==> src/rtl/core/mfd_pkg.sv <==
package mfd_pkg;

   localparam int unsigned ByteWidth = 8;

   localparam logic [ByteWidth-1:0] CHAR_I = 8'h49;
   localparam logic [ByteWidth-1:0] CHAR_M = 8'h4d;
   localparam logic [ByteWidth-1:0] CHAR_P = 8'h50;
   localparam logic [ByteWidth-1:0] CHAR_R = 8'h52;
   localparam logic [ByteWidth-1:0] CHAR_O = 8'h4f;
   localparam logic [ByteWidth-1:0] CHAR_V = 8'h56;

   localparam logic [ByteWidth-1:0] VERSION_RESET = 8'h01;

   localparam int unsigned RspDataWidth = 4 * ByteWidth;

   typedef enum logic [10:0] {
      ST_HUNT0   = 11'b000_0000_0001,
      ST_HUNT1   = 11'b000_0000_0010,
      ST_HUNT2   = 11'b000_0000_0100,
      ST_HUNT3   = 11'b000_0000_1000,
      ST_HUNT4   = 11'b000_0001_0000,
      ST_HUNT5   = 11'b000_0010_0000,
      ST_VERSION = 11'b000_0100_0000,
      ST_TYPE    = 11'b000_1000_0000,
      ST_LENGTH  = 11'b001_0000_0000,
      ST_PAYLOAD = 11'b010_0000_0000,
      ST_CHECK   = 11'b100_0000_0000
   } mfd_state_type;

   typedef struct packed {
      logic                 is_end;
      logic [ByteWidth-1:0] frame_type;
      logic [ByteWidth-1:0] payload_byte;
      logic [ByteWidth-1:0] payload_index;
      logic                 checksum_ok;
      logic [ByteWidth-1:0] payload_length;
   } mfd_result_type;

endpackage

==> src/rtl/core/mfd_parser.sv <==
module mfd_parser
   import mfd_pkg::*;
(
   input  logic                 clock,
   input  logic                 reset,
   input  logic                 step,
   input  logic [ByteWidth-1:0] rx_byte,
   input  logic [ByteWidth-1:0] expected_version,
   output logic                 res_vld,
   output mfd_result_type       res
);

   mfd_state_type        state_ff, state_in;
   logic [ByteWidth-1:0] type_ff, type_in;
   logic [ByteWidth-1:0] length_ff, length_in;
   logic [ByteWidth-1:0] remain_ff, remain_in;
   logic [ByteWidth-1:0] sum_ff, sum_in;
   logic [ByteWidth-1:0] sum_add;
   logic                 is_i;

   assign sum_add = sum_ff + rx_byte;
   assign is_i    = (rx_byte == CHAR_I);

   always_comb begin
      state_in  = state_ff;
      type_in   = type_ff;
      length_in = length_ff;
      remain_in = remain_ff;
      sum_in    = sum_ff;
      res_vld   = 1'b0;
      res       = '0;
      res.frame_type     = type_ff;
      res.payload_length = length_ff;
      // mismatch default: a stray 'I' may open a new marker
      if (is_i) begin
         state_in = ST_HUNT1;
         sum_in   = rx_byte;
      end else begin
         state_in = ST_HUNT0;
         sum_in   = '0;
      end
      unique case (state_ff)
         ST_HUNT0: begin
         end
         ST_HUNT1: begin
            if (rx_byte == CHAR_M) begin
               state_in = ST_HUNT2;
               sum_in   = sum_add;
            end
         end
         ST_HUNT2: begin
            if (rx_byte == CHAR_P) begin
               state_in = ST_HUNT3;
               sum_in   = sum_add;
            end
         end
         ST_HUNT3: begin
            if (rx_byte == CHAR_R) begin
               state_in = ST_HUNT4;
               sum_in   = sum_add;
            end
         end
         ST_HUNT4: begin
            if (rx_byte == CHAR_O) begin
               state_in = ST_HUNT5;
               sum_in   = sum_add;
            end
         end
         ST_HUNT5: begin
            if (rx_byte == CHAR_V) begin
               state_in = ST_VERSION;
               sum_in   = sum_add;
            end
         end
         ST_VERSION: begin
            if (rx_byte == expected_version) begin
               state_in = ST_TYPE;
               sum_in   = sum_add;
            end
         end
         ST_TYPE: begin
            type_in  = rx_byte;
            sum_in   = sum_add;
            state_in = ST_LENGTH;
         end
         ST_LENGTH: begin
            length_in = rx_byte;
            remain_in = rx_byte;
            sum_in    = sum_add;
            state_in  = (rx_byte == '0) ? ST_CHECK : ST_PAYLOAD;
         end
         ST_PAYLOAD: begin
            res_vld           = 1'b1;
            res.payload_byte  = rx_byte;
            res.payload_index = length_ff - remain_ff;
            sum_in            = sum_add;
            remain_in         = remain_ff - 8'd1;
            state_in          = (remain_ff == 8'd1) ? ST_CHECK : ST_PAYLOAD;
         end
         ST_CHECK: begin
            res_vld         = 1'b1;
            res.is_end      = 1'b1;
            res.checksum_ok = (rx_byte == sum_ff);
            state_in        = ST_HUNT0;
            sum_in          = '0;
            remain_in       = '0;
         end
         default: begin
         end
      endcase
      if (!step) begin
         res_vld = 1'b0;
      end
   end

   always_ff @(posedge clock) begin
      if (reset) begin
         state_ff  <= ST_HUNT0;
         type_ff   <= '0;
         length_ff <= '0;
         remain_ff <= '0;
         sum_ff    <= '0;
      end else if (step) begin
         state_ff  <= state_in;
         type_ff   <= type_in;
         length_ff <= length_in;
         remain_ff <= remain_in;
         sum_ff    <= sum_in;
      end
   end

   a_result_phase: assert property (@(posedge clock) disable iff (reset)
      res_vld |-> (state_ff == ST_PAYLOAD || state_ff == ST_CHECK))
      else $error("result outside payload or checksum phase");

   a_end_rehunt: assert property (@(posedge clock) disable iff (reset)
      (step && state_ff == ST_CHECK) |=> (state_ff == ST_HUNT0 && sum_ff == '0))
      else $error("hunt not restarted after checksum byte");

   a_index_range: assert property (@(posedge clock) disable iff (reset)
      (res_vld && !res.is_end) |-> (res.payload_index < res.payload_length))
      else $error("payload index beyond declared length");

endmodule

==> src/rtl/core/mfd_out_buf.sv <==
module mfd_out_buf
   import mfd_pkg::*;
(
   input  logic           clock,
   input  logic           reset,
   input  logic           push,
   input  mfd_result_type push_data,
   output logic           full,
   output logic           out_vld,
   input  logic           out_rdy,
   output mfd_result_type out_data
);

   mfd_result_type mem_ff [2];
   logic           wr_ptr_ff, wr_ptr_in;
   logic           rd_ptr_ff, rd_ptr_in;
   logic [1:0]     count_ff, count_in;
   logic           pop;

   assign full     = (count_ff == 2'd2);
   assign out_vld  = (count_ff != 2'd0);
   assign out_data = mem_ff[rd_ptr_ff];
   assign pop      = out_vld && out_rdy;

   always_comb begin
      wr_ptr_in = wr_ptr_ff ^ push;
      rd_ptr_in = rd_ptr_ff ^ pop;
      count_in  = count_ff + {1'b0, push} - {1'b0, pop};
   end

   always_ff @(posedge clock) begin
      if (push) begin
         mem_ff[wr_ptr_ff] <= push_data;
      end
   end

   always_ff @(posedge clock) begin
      if (reset) begin
         wr_ptr_ff <= 1'b0;
         rd_ptr_ff <= 1'b0;
         count_ff  <= 2'd0;
      end else begin
         wr_ptr_ff <= wr_ptr_in;
         rd_ptr_ff <= rd_ptr_in;
         count_ff  <= count_in;
      end
   end

   a_no_overflow: assert property (@(posedge clock) disable iff (reset)
      !(push && full))
      else $error("result written into full buffer");

   a_count_ptrs: assert property (@(posedge clock) disable iff (reset)
      (count_ff != 2'd3) && ((count_ff == 2'd1) == (wr_ptr_ff != rd_ptr_ff)))
      else $error("buffer count and pointers disagree");

endmodule

==> src/rtl/core/magic_frame_deframer_top.sv <==
// data path: a byte taken on req is held in the input register and is processed
// when the result buffer has room; its result, if any, is registered in the
// result buffer before it is offered on rsp
// throughput: one byte per cycle, held up only by rsp_tready (two-entry
// result buffer behind a single input register)
// reset: synchronous active high; hunt restarts empty, expected version = 1
module magic_frame_deframer_top
   import mfd_pkg::*;
(
   input  logic                    clock,
   input  logic                    reset,
   input  logic                    csr_wr_en,
   input  logic [ByteWidth-1:0]    csr_wr_data,
   input  logic                    req_tvalid,
   output logic                    req_tready,
   input  logic [ByteWidth-1:0]    req_tdata,  // rx_byte
   output logic                    rsp_tvalid,
   input  logic                    rsp_tready,
   output logic [RspDataWidth-1:0] rsp_tdata,  // frame_type, payload_byte,
                                                // payload_index, payload_length
   output logic                    rsp_tlast,  // is_end
   output logic                    rsp_tuser   // checksum_ok
);

   logic [ByteWidth-1:0] version_ff;
   logic                 in_vld_ff, in_vld_in;
   logic [ByteWidth-1:0] in_byte_ff;
   logic                 step;
   logic                 buf_full;
   logic                 res_vld;
   mfd_result_type       res;
   mfd_result_type       rsp;

   // input register drains whenever the result buffer has room
   assign step       = in_vld_ff && !buf_full;
   assign req_tready = !in_vld_ff || !buf_full;

   always_comb begin
      in_vld_in = in_vld_ff;
      if (req_tvalid && req_tready) begin
         in_vld_in = 1'b1;
      end else if (step) begin
         in_vld_in = 1'b0;
      end
   end

   always_ff @(posedge clock) begin
      if (reset) begin
         version_ff <= VERSION_RESET;
         in_vld_ff  <= 1'b0;
      end else begin
         in_vld_ff <= in_vld_in;
         if (csr_wr_en) begin
            version_ff <= csr_wr_data;
         end
      end
   end

   always_ff @(posedge clock) begin
      if (req_tvalid && req_tready) begin
         in_byte_ff <= req_tdata;
      end
   end

   mfd_parser u_parser (
      .clock            (clock),
      .reset            (reset),
      .step             (step),
      .rx_byte          (in_byte_ff),
      .expected_version (version_ff),
      .res_vld          (res_vld),
      .res              (res)
   );

   mfd_out_buf u_out_buf (
      .clock     (clock),
      .reset     (reset),
      .push      (res_vld),
      .push_data (res),
      .full      (buf_full),
      .out_vld   (rsp_tvalid),
      .out_rdy   (rsp_tready),
      .out_data  (rsp)
   );

   assign rsp_tdata = {rsp.payload_length, rsp.payload_index,
                       rsp.payload_byte, rsp.frame_type};
   assign rsp_tlast = rsp.is_end;
   assign rsp_tuser = rsp.checksum_ok;

endmodule
==> config.mk <==
export PLATFORM = sky130hd
export DESIGN_NAME = magic_frame_deframer_top
export DESIGN_NICKNAME = d
export VERILOG_FILES = /design/src/rtl/core/mfd_pkg.sv /design/src/rtl/core/mfd_parser.sv /design/src/rtl/core/mfd_out_buf.sv /design/src/rtl/core/magic_frame_deframer_top.sv
export SDC_FILE = /design/constraint.sdc
export NUM_CORES = 1
export LEC_CHECK = 0
export ABC_CLOCK_PERIOD_IN_PS = 2900
export BUFFER_PORTS_ARGS = -buffer_cell sky130_fd_sc_hd__buf_2
export CAP_MARGIN = 0
export CORE_ASPECT_RATIO = 1.1
export CORE_MARGIN = 5
export CORE_UTILIZATION = 56
export CTS_BUF_LIST = sky130_fd_sc_hd__clkbuf_4
export DETAILED_ROUTE_END_ITERATION = 12
export GPL_TIMING_DRIVEN = 1
export PLACE_DENSITY = 0.76
export SLEW_MARGIN = 0
export SYNTH_ARGS = -nofsm -noshare
export SYNTH_HDL_FRONTEND = slang
export SYNTH_SLANG_ARGS = --single-unit
==> constraint.sdc <==
create_clock -name clock -period 2.9 [get_ports clock]
set_input_delay 0.87 -clock clock [delete_from_list [all_inputs] [get_ports clock]]
set_output_delay 0.87 -clock clock [all_outputs]
set_load 0.1 [all_outputs]
Yosys cells after proc, flatten, opt, wreduce, memory -nomap -nowiden
Memory sizes are Yosys's and may differ from the RTL's. A register that Yosys moved wholly into a read port is not among the register bits.
Cells that the tools add are included.
{"block": "totals", "ram_bits": 68, "mem_count": 1, "reg_bits": 64, "out_inout_bits": 36, "in_bits": 21}
{"memory": "u_out_buf.mem_ff", "depth": 2, "width": 34, "read_ports": 1, "rd_clocked_by_memory_dff": 1, "write_ports": 1, "line_no": "mfd_out_buf.sv:14", "rtl": "mfd_result_type mem_ff [2];"}
{"block": "op_classes", "n_bitwise": 2, "addsub": 5, "n_mux": 29, "n_reduce_logical": 15, "n_eq_ne": 20}
{"op": "case mux 11 bit (10 select lines)", "n": 1}
{"op": "two-way mux 8 bit", "n": 8}
{"op": "case mux 8 bit (8 select lines)", "n": 1}
{"op": "equality test 8 x 7 -> 1 bit (second input constant)", "n": 6}
{"op": "case mux 8 bit (3 select lines)", "n": 1}
{"op": "two-way mux 11 bit", "n": 2}
{"op": "equality test 8 bit", "n": 2}
{"op": "two-way mux 16 bit", "n": 1}
{"op": "equality test 11 x 10 -> 1 bit (second input constant)", "n": 1}
{"op": "equality test 11 bit (second input constant)", "n": 1}
{"op": "equality test 11 x 2 -> 1 bit (second input constant)", "n": 1}
{"op": "equality test 11 x 3 -> 1 bit (second input constant)", "n": 1}
{"op": "equality test 11 x 4 -> 1 bit (second input constant)", "n": 1}
{"op": "equality test 11 x 5 -> 1 bit (second input constant)", "n": 1}
{"op": "equality test 11 x 6 -> 1 bit (second input constant)", "n": 1}
{"op": "equality test 11 x 7 -> 1 bit (second input constant)", "n": 1}
{"op": "equality test 11 x 8 -> 1 bit (second input constant)", "n": 1}
{"op": "equality test 11 x 9 -> 1 bit (second input constant)", "n": 1}
{"op": "two-way mux 1 bit", "n": 9}
{"op": "adder 8 bit", "n": 1}
{"op": "equality test 8 x 1 -> 1 bit (second input constant)", "n": 1}
{"op": "zero test 8 bit", "n": 1}
{"op": "subtractor 8 x 1 -> 8 bit (second input constant)", "n": 1}
{"op": "subtractor 8 bit", "n": 1}
{"op": "other kinds (18)", "n": 25}

Logic depth before layout (Yosys ltp)
Gate-level depths: netlist of run 1.
{"block": "depth", "word_depth": 6, "depth_mapped": 13}

Hierarchy
From an unflattened synthesis of run 1, not the netlist that was laid out.
{"block": "hier_totals", "cells_unflattened": 570, "hier_area_um2": 6444.9}
{"module": "mfd_parser", "n_inst": 1, "area_per_inst_um2": 3169.3, "cells_each": 403, "seq_area_each_um2": 860.8}
{"module": "mfd_out_buf", "n_inst": 1, "area_per_inst_um2": 2700.1, "cells_each": 127, "seq_area_each_um2": 2122.0}
{"module": "magic_frame_deframer_top", "n_inst": 1, "area_per_inst_um2": 575.6, "cells_each": 40, "seq_area_each_um2": 420.4}

Worst setup path before layout of run 1
Ideal clock, no wire load.
{"block": "synth_timing", "path_kind": "flip-flop to flip-flop", "startpoint": "reg u_parser.state_ff[5]", "endpoint": "mem u_out_buf.mem_ff[0][0] in the netlist's numbering, enable pin", "path_buffers": 3, "path_stages_with_launch": 10, "arrival_time_ns": 2.683, "path_slack_ns": -0.177, "cell_sequence": "dfxtp_1 > buf_2 > nor4_4 > nand2_2 > or4_4 > buf_6 > or2_1 > buf_6 > clkinv_4 > ha_1"}
{"block": "synth_via", "elab_chain_len": 6, "word_cells_on_any_way": 7, "classes_between": "eq/ne (2); mux (4); reduce/logical (1)"}
{"item": "start, declared", "line_no": "mfd_parser.sv:13", "rtl": "mfd_state_type state_ff, state_in;"}
{"item": "start signal, assigned", "line_no": "mfd_parser.sv:124", "rtl": "state_ff <= state_in;"}
{"item": "equality test 11 bit or equality test 11 x 10 -> 1 bit (tied branches)", "line_no": "mfd_parser.sv:42", "rtl": "unique case (state_ff)"}
{"item": "OR reduction 2 bit (no source line) (*)"}
{"item": "two-way mux 1 bit (*)", "line_no": "mfd_parser.sv:42"}
{"item": "two-way mux 1 bit (*)", "line_no": "mfd_parser.sv:111", "rtl": "if (!step) begin"}
{"item": "two-way mux 1 bit (*)", "line_no": "mfd_out_buf.sv:32", "rtl": "if (push) begin"}
{"item": "two-way mux 1 bit (implied by the code) (*)", "line_no": "mfd_out_buf.sv:33", "rtl": "mem_ff[wr_ptr_ff] <= push_data;"}
{"item": "end, declared", "line_no": "mfd_out_buf.sv:14"}
Every way passes the cells marked *; elsewhere a longest branch is shown, timed or not.

Final worst setup path of run 1
{"block": "layout_timing", "startpoint": "reg u_parser.state_ff[6]", "endpoint": "reg u_out_buf.count_ff[1]"}
{"block": "layout_via", "elab_chain_len": 6, "word_cells_on_any_way": 7, "classes_between": "add/sub (2); eq/ne (2); mux (2); reduce/logical (1)"}
{"item": "equality test 11 bit or equality test 11 x 10 -> 1 bit (tied branches)", "line_no": "mfd_parser.sv:42"}
{"item": "OR reduction 2 bit (no source line) (*)"}
{"item": "two-way mux 1 bit (*)", "line_no": "mfd_parser.sv:42"}
{"item": "two-way mux 1 bit (*)", "line_no": "mfd_parser.sv:111"}
{"item": "adder 2 x 1 -> 2 bit (*)", "line_no": "mfd_out_buf.sv:28", "rtl": "count_in = count_ff + {1'b0, push} - {1'b0, pop};"}
{"item": "subtractor 2 x 1 -> 2 bit (*)", "line_no": "mfd_out_buf.sv:28"}
{"item": "end signal, assigned", "line_no": "mfd_out_buf.sv:45", "rtl": "count_ff <= count_in;"}
{"item": "end, declared", "line_no": "mfd_out_buf.sv:17", "rtl": "logic [1:0] count_ff, count_in;"}
Marks and branches as above.
A chain may end at the register's enable or synchronous reset.

==> flow_metrics.env, run 1 <==
export IMPL_relSlewSlack_pct=58.46
export IMPL_vdd_drop_max_uv=344.8
export IMPL_rsz0062_at_grt="no"
export IMPL_grt_pass1_wl_mm=23.16
export IMPL_nets=671
export IMPL_synth_top_flop_cell="edfxtp_1"
export IMPL_cp_data_arrival_time_ns=3.13
export IMPL_synth_net_count=617
export IMPL_crit_required_ns=3.30
export IMPL_timing_fmax_mhz=366.6
export IMPL_cap_violations=0
export IMPL_ys_ff_latch=132
export IMPL_path_max_fanout=8
export IMPL_drt_wl_total_mm=13.94
export IMPL_synth_most_common_cell="edfxtp_1"
export IMPL_dieHeight_um=121.8
export IMPL_dp_slack_ns=0.1050
export IMPL_finalMaxSlewViolations=0
export IMPL_start_util_pct=57.78
export IMPL_synth_top_area_cell="edfxtp_1"
export IMPL_clk_latency_ns=0.53
export IMPL_wl_per_cell_um=17.70
export IMPL_setup_ws_ns=0.1720
export IMPL_start_kind="register"
export IMPL_diodes=0
export IMPL_clk_path_buf_depth=2
export IMPL_clock_sinks=132
export IMPL_async_reset_ff_share_pct=0
export IMPL_clk_pin_slew_worst_paths_ns=0.11
export IMPL_avgSynthCellArea_um2=11.08
export IMPL_drc=0
export IMPL_setup_violations=0
export IMPL_grt_max_degree=40
export IMPL_critical_path_top_delay_family="simple AND/OR/NAND/NOR gates"
export IMPL_die_area_um2=13600
export IMPL_finalNonFillerCells=788
export IMPL_stdcell_area_um2=7635
export IMPL_synth_top_cells_by_count="76 x edfxtp_1, 56 x dfxtp_1, 50 x nor2_1, 47 x nand2_1, 34 x mux2_2"
export IMPL_rows=40
export IMPL_cts_htree_levels=4
export IMPL_hold_class="register to register"
export IMPL_dp_hpwl_mm=9.848
export IMPL_slowest_delay_ns=0.56
export IMPL_hold_violations=0
export IMPL_yosysWarnings=0
export IMPL_hold_ws_ns=0.4616
export IMPL_area_growth_synth_to_final_pct=20.00
export IMPL_numCtsBuffers=17
export IMPL_cts_tree="built"
export IMPL_ys_seq_area_share_pct=53.49
export IMPL_crit_path_cell_trace="nor4_4, nand2_2, or4_4, or2_4, ha_1, inv_1, ha_1, xor2_1, xnor2_1, nor2_1"
export IMPL_syn_area_um2=6362
export IMPL_grt_pass1_vias=4690
export IMPL_tightest_slew_ns=0.6231
export IMPL_n_fill_cell=787
export IMPL_cp_slowest_cell="or4_4"
export IMPL_fp_coreArea_um2=11010
export IMPL_die_x_um=111.6
export IMPL_grt_ovfl_total=0
export IMPL_netlist_area_leader_share_pct=35.87
export IMPL_vias_per_cell=5.865
export IMPL_grt_usage_pct=21.36
export IMPL_fin_skew_ns=0.01334
export IMPL_crit_path_frequent_cell="ha_1"
export IMPL_netlist_top_cells_area="edfxtp_1 36%, dfxtp_1 18%, mux2_2 6.0%"
export IMPL_vias=4622
export IMPL_dp_cells=753
export IMPL_post_dp_cell_area_um2=7283
export IMPL_status="finished clean"
export IMPL_synth_edf_count=76
export IMPL_synthCells=574
export IMPL_layout_drive_gt1_share_pct=22.93
export IMPL_clock_root_buffer="clkbuf_4"
export IMPL_drtPass1Iterations=5
export IMPL_p_total_w=0.004589
export IMPL_cp_num_buf_inv=1
export IMPL_synth_cell_types=63
export IMPL_ant_nets=0
export IMPL_gp_congestion=0.9369
export IMPL_min_period_ns=2.728
export IMPL_p_leak_nw=2.782
export IMPL_power_density_nw_per_um2=601.0
export IMPL_antenna_found_initial=0
export IMPL_fin_crit_sh_pct=94.07
export IMPL_drtIter0Drc=260
export IMPL_end_kind="register"
export IMPL_portBuffers=56
export IMPL_path_class="register to register"
export IMPL_ios=57
[where the power goes]
part / internal, W / switching (W) / leakage, nW
Clock: 0.000690 / 0.000662 / 0.171
Sequential: 0.00199 / 0.0000415 / 1.14
Combinational: 0.000423 / 0.000778 / 1.47
[worst paths after layout]
path                                                     endpoint  slack, ns                               from  cells past startpoint
worst min-delay path            u_out_buf.mem_ff[0][28]$_DFFE_PP_       0.46   u_parser.type_ff[3]$_SDFFE_PP0P_                      0
worst min register to register  u_out_buf.mem_ff[0][28]$_DFFE_PP_       0.46   u_parser.type_ff[3]$_SDFFE_PP0P_                      0
worst max register to register   u_out_buf.count_ff[1]$_SDFF_PP0_       0.17  u_parser.state_ff[6]$_SDFFE_PP0P_                     10
worst max-delay path             u_out_buf.count_ff[1]$_SDFF_PP0_       0.17  u_parser.state_ff[6]$_SDFFE_PP0P_                     10
[sequential cells by signal, summed over array words and instances (netlist names), 8 cells and up]
register	cells
version_ff	8
u_parser.length_ff	8
u_parser.remain_ff	8
u_parser.sum_ff	8
u_parser.state_ff	11
u_out_buf.mem_ff	68
u_parser.type_ff	8
in_byte_ff	8
[layout make-up]
class / instances / area [um^2] / share of cell area, %
clock inverter: 14 / 185.2 / 2.425
timing repair buffer: 69 / 913.4 / 11.96
sequential: 132 / 3403 / 44.58
inverter: 19 / 76.32 / 0.9997
clock buffer: 18 / 135.1 / 1.770
tap: 147 / 183.9 / 2.409
multi-input combinational: 389 / 2738 / 35.86
[metrics by stage]
| step | util [%] | TNS (ns) |
|---|---|---|
| floorplan | - | -12.03 |
| global placement | 66.15 | 0 |
| detailed placement | 66.15 | 0 |
| CTS | 69.06 | 0 |
| global route | 69.34 | 0 |
| finish | 69.34 | 0 |
[per-layer routing]
layer | routed length [um] | vias up | track usage, %
met3 | 686 | 36 | 4.769
li1 | - | 2198 | -
met4 | 354 | 0 | 8.821
met2 | 7066 | 166 | 36.96
met1 | 5837 | 2222 | 25.88
met5 | 0 | - | 0
[kinds of logic after synthesis]
| group | synth area share, % |
|---|---|
| xor+xnor | 4.543 |
| fa+ha+maj | 4.562 |
| simple gates | 15.65 |
| flops | 53.49 |
| buf+inv | 3.618 |
| compound gates | 9.597 |
| mux | 8.535 |
[worst reg2reg max path, cell delays in order (launching register included)]
cell and delay (ns):
dfxtp_1 0.41, nor4_4 0.38, nand2_2 0.12, or4_4 0.56, or2_4 0.29, ha_1 0.27, inv_1 0.04, ha_1 0.19
xor2_1 0.17, xnor2_1 0.13, nor2_1 0.05
[what timing repair did]
action | in CTS | in global routing
gates resized for setup | 0 | 2
hold buffers | 0 | 0
setup buffers | 0 | 3
endpoints found under the setup margin | 0 | 1
[layout by cell type, fill, tap and decap left out, types with 6 or more instances in the layout]
| cell type | instances |
|---|---|
| and2_1 | 12 |
| nand3_1 | 14 |
| a21oi_1 | 29 |
| xor2_1 | 7 |
| mux2_2 | 34 |
| nor2_1 | 50 |
| inv_1 | 18 |
| nor3_1 | 19 |
| buf_2 | 22 |
| nand2b_1 | 6 |
| xnor2_1 | 26 |
| clkbuf_4 | 18 |
| nand2_1 | 47 |
| buf_4 | 11 |
| ha_1 | 20 |
| o21ai_0 | 15 |
| buf_12 | 36 |
| nor4_1 | 7 |
| edfxtp_1 | 76 |
| mux2i_1 | 16 |
| a21o_1 | 8 |
| dfxtp_1 | 56 |
(Power assumes the default switching activity.)
==> inputs of run 2 (changes only) <==
--- a/config.mk
+++ b/config.mk
@@ -16,2 +16,3 @@
 export GPL_TIMING_DRIVEN = 1
+export MAX_ROUTING_LAYER = met4
 export PLACE_DENSITY = 0.76
--- a/constraint.sdc
+++ b/constraint.sdc
@@ -3,2 +3,2 @@
 set_output_delay 0.87 -clock clock [all_outputs]
-set_load 0.1 [all_outputs]
+set_load 0.05 [all_outputs]
==> run 2 against run 1 <==
  * Non-clock buffer count down 1
  * Register-to-register slack worse by 0.04 ns
  * Flip-flop and latch count unchanged
  * Final area down 7.6%
  * Wire length down 6.0%
  * Largest power group unchanged
  * Clock skew down 0.0022 ns
  * Largest cell class unchanged
  * Maximum frequency down 1.5%
  * Critical path type unchanged
  * Sequential share of layout area up 3.7 points
  * First-iteration DRC count down 10%
  * Utilization down 5.3 points
  * Global-route usage down 0.67 points
==> flow_metrics.env, run 2 (synthesis gave the netlist of run 1 again) <==
export IMPL_status="finished clean"
export IMPL_ctsHoldBuffers=0
export IMPL_cap_violations=0
export IMPL_clk_path_buf_depth=2
export IMPL_final_cell_mix="76 x edfxtp_1, 56 x dfxtp_1, 56 x buf_2, 50 x nor2_1, 47 x nand2_1"
export IMPL_drt_wl_total_mm=13.11
export IMPL_numCtsBuffers=17
export IMPL_grt_max_degree=35
export IMPL_vias=4464
export IMPL_clk_pin_slew_worst_paths_ns=0.12
export IMPL_setup_violations=0
export IMPL_power_density_nw_per_um2=553.4
export IMPL_vias_per_cell=5.672
export IMPL_drc=0
export IMPL_grt_use_met3_pct=5.713
export IMPL_hold_violations=0
export IMPL_rows=40
export IMPL_grt_ovfl_total=0
export IMPL_start_util_pct=57.78
export IMPL_dieHeight_um=121.8
export IMPL_use_met1_pct=25.77
export IMPL_stdcell_area_um2=7054
export IMPL_hold_ws_ns=0.4672
export IMPL_fin_skew_ns=0.01113
export IMPL_fp_coreArea_um2=11010
export IMPL_layout_commonest_cell="edfxtp_1"
export IMPL_fin_crit_sh_pct=95.49
export IMPL_path_class="register to register"
export IMPL_vdd_drop_max_uv=327.6
export IMPL_diodes=0
export IMPL_die_x_um=111.6
export IMPL_die_area_um2=13600
export IMPL_dp_slack_ns=0.09860
export IMPL_nets=670
export IMPL_grt_pass1_wl_mm=21.60
export IMPL_dp_hpwl_mm=9.203
export IMPL_start_kind="register"
export IMPL_setup_ws_ns=0.1309
export IMPL_end_kind="register"
export IMPL_largest_reg_flops=68
export IMPL_clk_latency_ns=0.53
export IMPL_portBuffers=56
export IMPL_cp_data_arrival_time_ns=3.20
export IMPL_min_period_ns=2.769
export IMPL_clock_sinks=132
export IMPL_cts_tree="built"
export IMPL_tightest_slew_ns=0.6615
export IMPL_drtIter0Drc=234
export IMPL_finalMaxSlewViolations=0
export IMPL_grtUsageMet2_pct=32.35
export IMPL_crit_required_ns=3.33
export IMPL_area_growth_synth_to_final_pct=10.88
export IMPL_regMostFlops="u_out_buf.mem_ff"
export IMPL_ant_nets=0
export IMPL_timing_fmax_mhz=361.1
export IMPL_grt_usage_pct=20.70
export IMPL_drtPass1Iterations=5
export IMPL_cts_htree_levels=4
export IMPL_busiest_layer="met2"
export IMPL_post_dp_cell_area_um2=6780
export IMPL_rsz0062_at_grt="no"
export IMPL_hold_class="register to register"
export IMPL_reg_top3="u_out_buf.mem_ff: 68 flops, u_parser.state_ff: 11 flops"
export IMPL_ios=57
export IMPL_clock_root_buffer="clkbuf_4"
export IMPL_layout_drive_gt1_share_pct=22.97
export IMPL_wl_per_cell_um=16.66
export IMPL_grt_pass1_vias=4321
export IMPL_path_max_fanout=8
export IMPL_relSlewSlack_pct=55.90
export IMPL_p_leak_nw=2.553
export IMPL_antenna_found_initial=0
export IMPL_gp_congestion=0.9620
[run 2: cell types whose count changed in the layout (fill, tap and decap cells not counted), moves of 2 or more]
cell,change
buf_12,-34
buf_2,+34
bufinv_16,-3
clkinvlp_4,+3
inv_6,+3
clkinv_4,-2
[run 2: power by group]
part	internal, W	switching (W)
registers	0.00199	0.0000424
clock network	0.000444	0.000705
logic	0.000242	0.000477
total	0.00268	0.00122
[run 2: path summary, 6_finish.rpt]
check / from / end / slack [ns] / depth (start not counted)
hold reg to reg: u_parser.type_ff[5]$_SDFFE_PP0P_ / u_out_buf.mem_ff[0][30]$_DFFE_PP_ / 0.47 / 0
setup / recovery: u_parser.state_ff[6]$_SDFFE_PP0P_ / u_out_buf.count_ff[1]$_SDFF_PP0_ / 0.13 / 10
hold / removal: u_parser.type_ff[5]$_SDFFE_PP0P_ / u_out_buf.mem_ff[0][30]$_DFFE_PP_ / 0.47 / 0
setup reg to reg: u_parser.state_ff[6]$_SDFFE_PP0P_ / u_out_buf.count_ff[1]$_SDFF_PP0_ / 0.13 / 10
[run 2: critical path, stage by stage (launching register included)]
cell and delay, ns:
dfxtp_1 0.42, nor4_4 0.42, nand2_2 0.12, or4_4 0.56, or2_4 0.29, ha_1 0.28
inv_1 0.04, ha_1 0.19, xor2_1 0.17, xnor2_1 0.14, nor2_1 0.05
[run 2: cell type report]
type	instances	area (um^2)
Clock buffer	18	135.1
Clock inverter	14	128.9
Fill cell	905	3956
Inverter	19	76.32
Multi-Input combinational cell	389	2731
Sequential cell	132	3403
Tap cell	147	183.9
Timing Repair Buffer	68	395.4
[run 2: metal layers]
metal / wire, um / vias to the layer above
li1: - / 2189
met1: 5863 / 2077
met2: 6144 / 170
met3: 760 / 28
met4: 340 / 0
met5: 0 / -
[run 2: metrics by stage]
stage | total power (W) | util (%) | setup TNS (ns) | cells
6_report | 0.003904 | 64.07 | 0 | 787
5_1_grt | 0.004090 | 64.07 | 0 | 787
4_1_cts | 0.003941 | 63.98 | 0 | 786
3_5_place_dp | 0.002798 | 61.58 | 0 | 754
3_3_place_gp | 0.002789 | 61.58 | 0 | 754
2_1_floorplan | 0.002629 | - | -12.03 | 574
[run 2: timing repair]
| action | 4_1_cts | 5_1_grt |
|---|---|---|
| resized for setup | 0 | 1 |
| endpoints found under the setup margin | 0 | 1 |
| setup buffers | 0 | 1 |
==> inputs of run 3 (changes only) <==
Settings changed: CELL_PAD_IN_SITES_DETAIL_PLACEMENT from default to 1, CELL_PAD_IN_SITES_GLOBAL_PLACEMENT from default to 1, CORE_UTILIZATION 56 to 45.
==> run 3 against run 2 <==
  * Hold slack got worse by 0.0074 ns
  * Total power rose by 2.6%
  * Via count rose by 2.2%
  * Final area rose by 1.7%
  * Flip-flop and latch count did not move
  * Maximum frequency fell by 0.50%
  * Sequential share of layout area fell by 0.77 points
  * Final cell count rose by 6.0%
  * Global-route usage fell by 0.66 points
  * Setup slack got worse by 0.014 ns
  * Utilization fell by 12 points
  * Die area rose by 22%
==> flow_metrics.env, run 3 (synthesis gave the netlist of run 1 again) <==
export IMPL_vias_per_cell=5.470
export IMPL_setup_violations=0
export IMPL_vdd_drop_max_uv=300.7
export IMPL_hold_class="register to register"
export IMPL_clock_sinks=132
export IMPL_status="finished clean"
export IMPL_clk_path_buf_depth=2
export IMPL_hold_violations=0
export IMPL_relSlewSlack_pct=56.38
export IMPL_whs_endpoint="u_out_buf.mem_ff[1][31]$_DFFE_PP_"
export IMPL_ctsHoldBuffers=0
export IMPL_grt_pass1_vias=4862
export IMPL_grt_ovfl_total=0
export IMPL_worstReg2RegEnd="u_out_buf.count_ff[1]$_SDFF_PP0_"
export IMPL_rows=45
export IMPL_crit_start="u_parser.state_ff[1]$_SDFFE_PP0P_"
export IMPL_numCtsBuffers=17
export IMPL_reg2reg_slack_ns=0.12
export IMPL_dieHeight_um=134.7
export IMPL_p_leak_nw=2.593
export IMPL_power_density_nw_per_um2=558.4
export IMPL_regMostFlops="u_out_buf.mem_ff"
export IMPL_rr_startpoint="u_parser.state_ff[1]$_SDFFE_PP0P_"
export IMPL_layout_drive_gt1_share_pct=23.84
export IMPL_cts_resized_gates=0
export IMPL_rsz0062_at_grt="no"
export IMPL_p_total_w=0.004005
export IMPL_hold_depth=0
export IMPL_die_x_um=123.4
export IMPL_cts_htree_levels=4
export IMPL_reg_top3="u_out_buf.mem_ff: 68 flops, u_parser.state_ff: 11 flops"
export IMPL_vias=4562
export IMPL_largest_reg_flops=68
export IMPL_area_growth_synth_to_final_pct=12.72
export IMPL_finalMaxSlewViolations=0
export IMPL_drtPass1Iterations=4
export IMPL_drtIter0Drc=249
export IMPL_start_kind="register"
export IMPL_gp_congestion=0.9170
export IMPL_tightest_slew_ns=0.6542
export IMPL_ios=57
export IMPL_drc=0
export IMPL_grt_max_degree=35
export IMPL_start_util_pct=45.93
export IMPL_wl_per_cell_um=18.50
export IMPL_ant_nets=0
export IMPL_cap_violations=0
export IMPL_cts_repair_timing_setup_buffer_count=0
export IMPL_path_max_fanout=7
export IMPL_fin_crit_sh_pct=95.97
export IMPL_layout_commonest_cell="edfxtp_1"
export IMPL_timing_fmax_mhz=359.3
export IMPL_portBuffers=56
export IMPL_drt_wl_total_mm=15.43
export IMPL_clk_latency_ns=0.55
export IMPL_diodes=0
export IMPL_cts_tree="built"
export IMPL_grt_pass1_wl_mm=24.96
export IMPL_end_kind="register"
export IMPL_cp_data_arrival_time_ns=3.21
export IMPL_setup_ws_ns=0.1170
export IMPL_n_fill_cell=1543
export IMPL_reg2reg_depth=10
export IMPL_crit_required_ns=3.33
export IMPL_fin_skew_ns=0.01911
export IMPL_final_cell_mix="76 x edfxtp_1, 56 x buf_2, 55 x dfxtp_1, 50 x nor2_1, 47 x nand2_1"
export IMPL_grt_usage_pct=20.03
export IMPL_dp_hpwl_mm=10.99
export IMPL_clock_root_buffer="clkbuf_4"
export IMPL_path_class="register to register"
export IMPL_fp_coreArea_um2=13850
export IMPL_dp_slack_ns=0.09386
export IMPL_clk_pin_slew_worst_paths_ns=0.12
export IMPL_hp_start="u_parser.type_ff[6]$_SDFFE_PP0P_"
export IMPL_antenna_found_initial=0
export IMPL_die_area_um2=16620
export IMPL_min_period_ns=2.783
export IMPL_nets=676
==> run 3: cell types whose count changed in the layout (fill, tap and decap cells not counted), sizes merged <==
cell    delta
buf        +6
bufinv     +1
clkbuf     +2
clkinv     +1
inv        -4
==> run 3: power breakdown <==
group / switching [W] / internal [W]
logic: 0.000488 / 0.000243
clock network: 0.000697 / 0.000540
registers: 0.0000434 / 0.00199
==> run 3: worst max-delay path by stage <==
stage,to,slack [ns],cells after the start
detailed placement,u_out_buf.count_ff[1]$_SDFF_PP0_,0.09,10
finish,u_out_buf.count_ff[1]$_SDFF_PP0_,0.12,10
CTS,u_out_buf.count_ff[1]$_SDFF_PP0_,0.05,10
global route,u_out_buf.count_ff[1]$_SDFF_PP0_,0.007,10
global placement,u_out_buf.count_ff[1]$_SDFF_PP0_,0.19,10
floorplan,u_out_buf.mem_ff[0][0]$_DFFE_PP_,-0.18,9
==> run 3: area by class of cell <==
cell class	instances	area (um^2)	area share, %
clock buffers	20	150.1	2.094
repair buffers	74	440.4	6.141
inverters	19	76.32	1.064
well taps	188	235.2	3.280
multi-input cells	389	2731	38.08
clock inverters	12	133.9	1.867
flip-flops and latches	132	3405	47.47
==> run 3: worst max-delay path, stage by stage, from the launching register on <==
cell and delay (ns):
dfxtp_1 0.39, nor4_4 0.41, nand2_2 0.13, or4_4 0.57, or2_4 0.29, ha_1 0.28, inv_1 0.04, ha_1 0.20
xor2_1 0.16, xnor2_1 0.14, nor2_1 0.07
==> run 3: routing by layer <==
| metal | vias up | track usage (%) | share of wire, % |
|---|---|---|---|
| met2 | 83 | 33.51 | 51 |
| met5 | - | - | 0 |
| met3 | 17 | 3.980 | 3.7 |
| met4 | 0 | 6.338 | 1.3 |
| met1 | 2266 | 24.32 | 44 |
| li1 | 2196 | - | - |
==> run 3: metrics by stage <==
stage               instance area, um^2  TNS, ns  cells  utilization (%)  hold WS (ns)
floorplan                          6362   -12.03    574                -        0.4249
global placement                   6884        0    802            49.70        0.4363
detailed placement                 6884        0    802            49.70        0.4408
CTS                                7168        0    834            51.75        0.4305
global route                       7172        0    834            51.78        0.4370
finish                             7172        0    834            51.78        0.4598
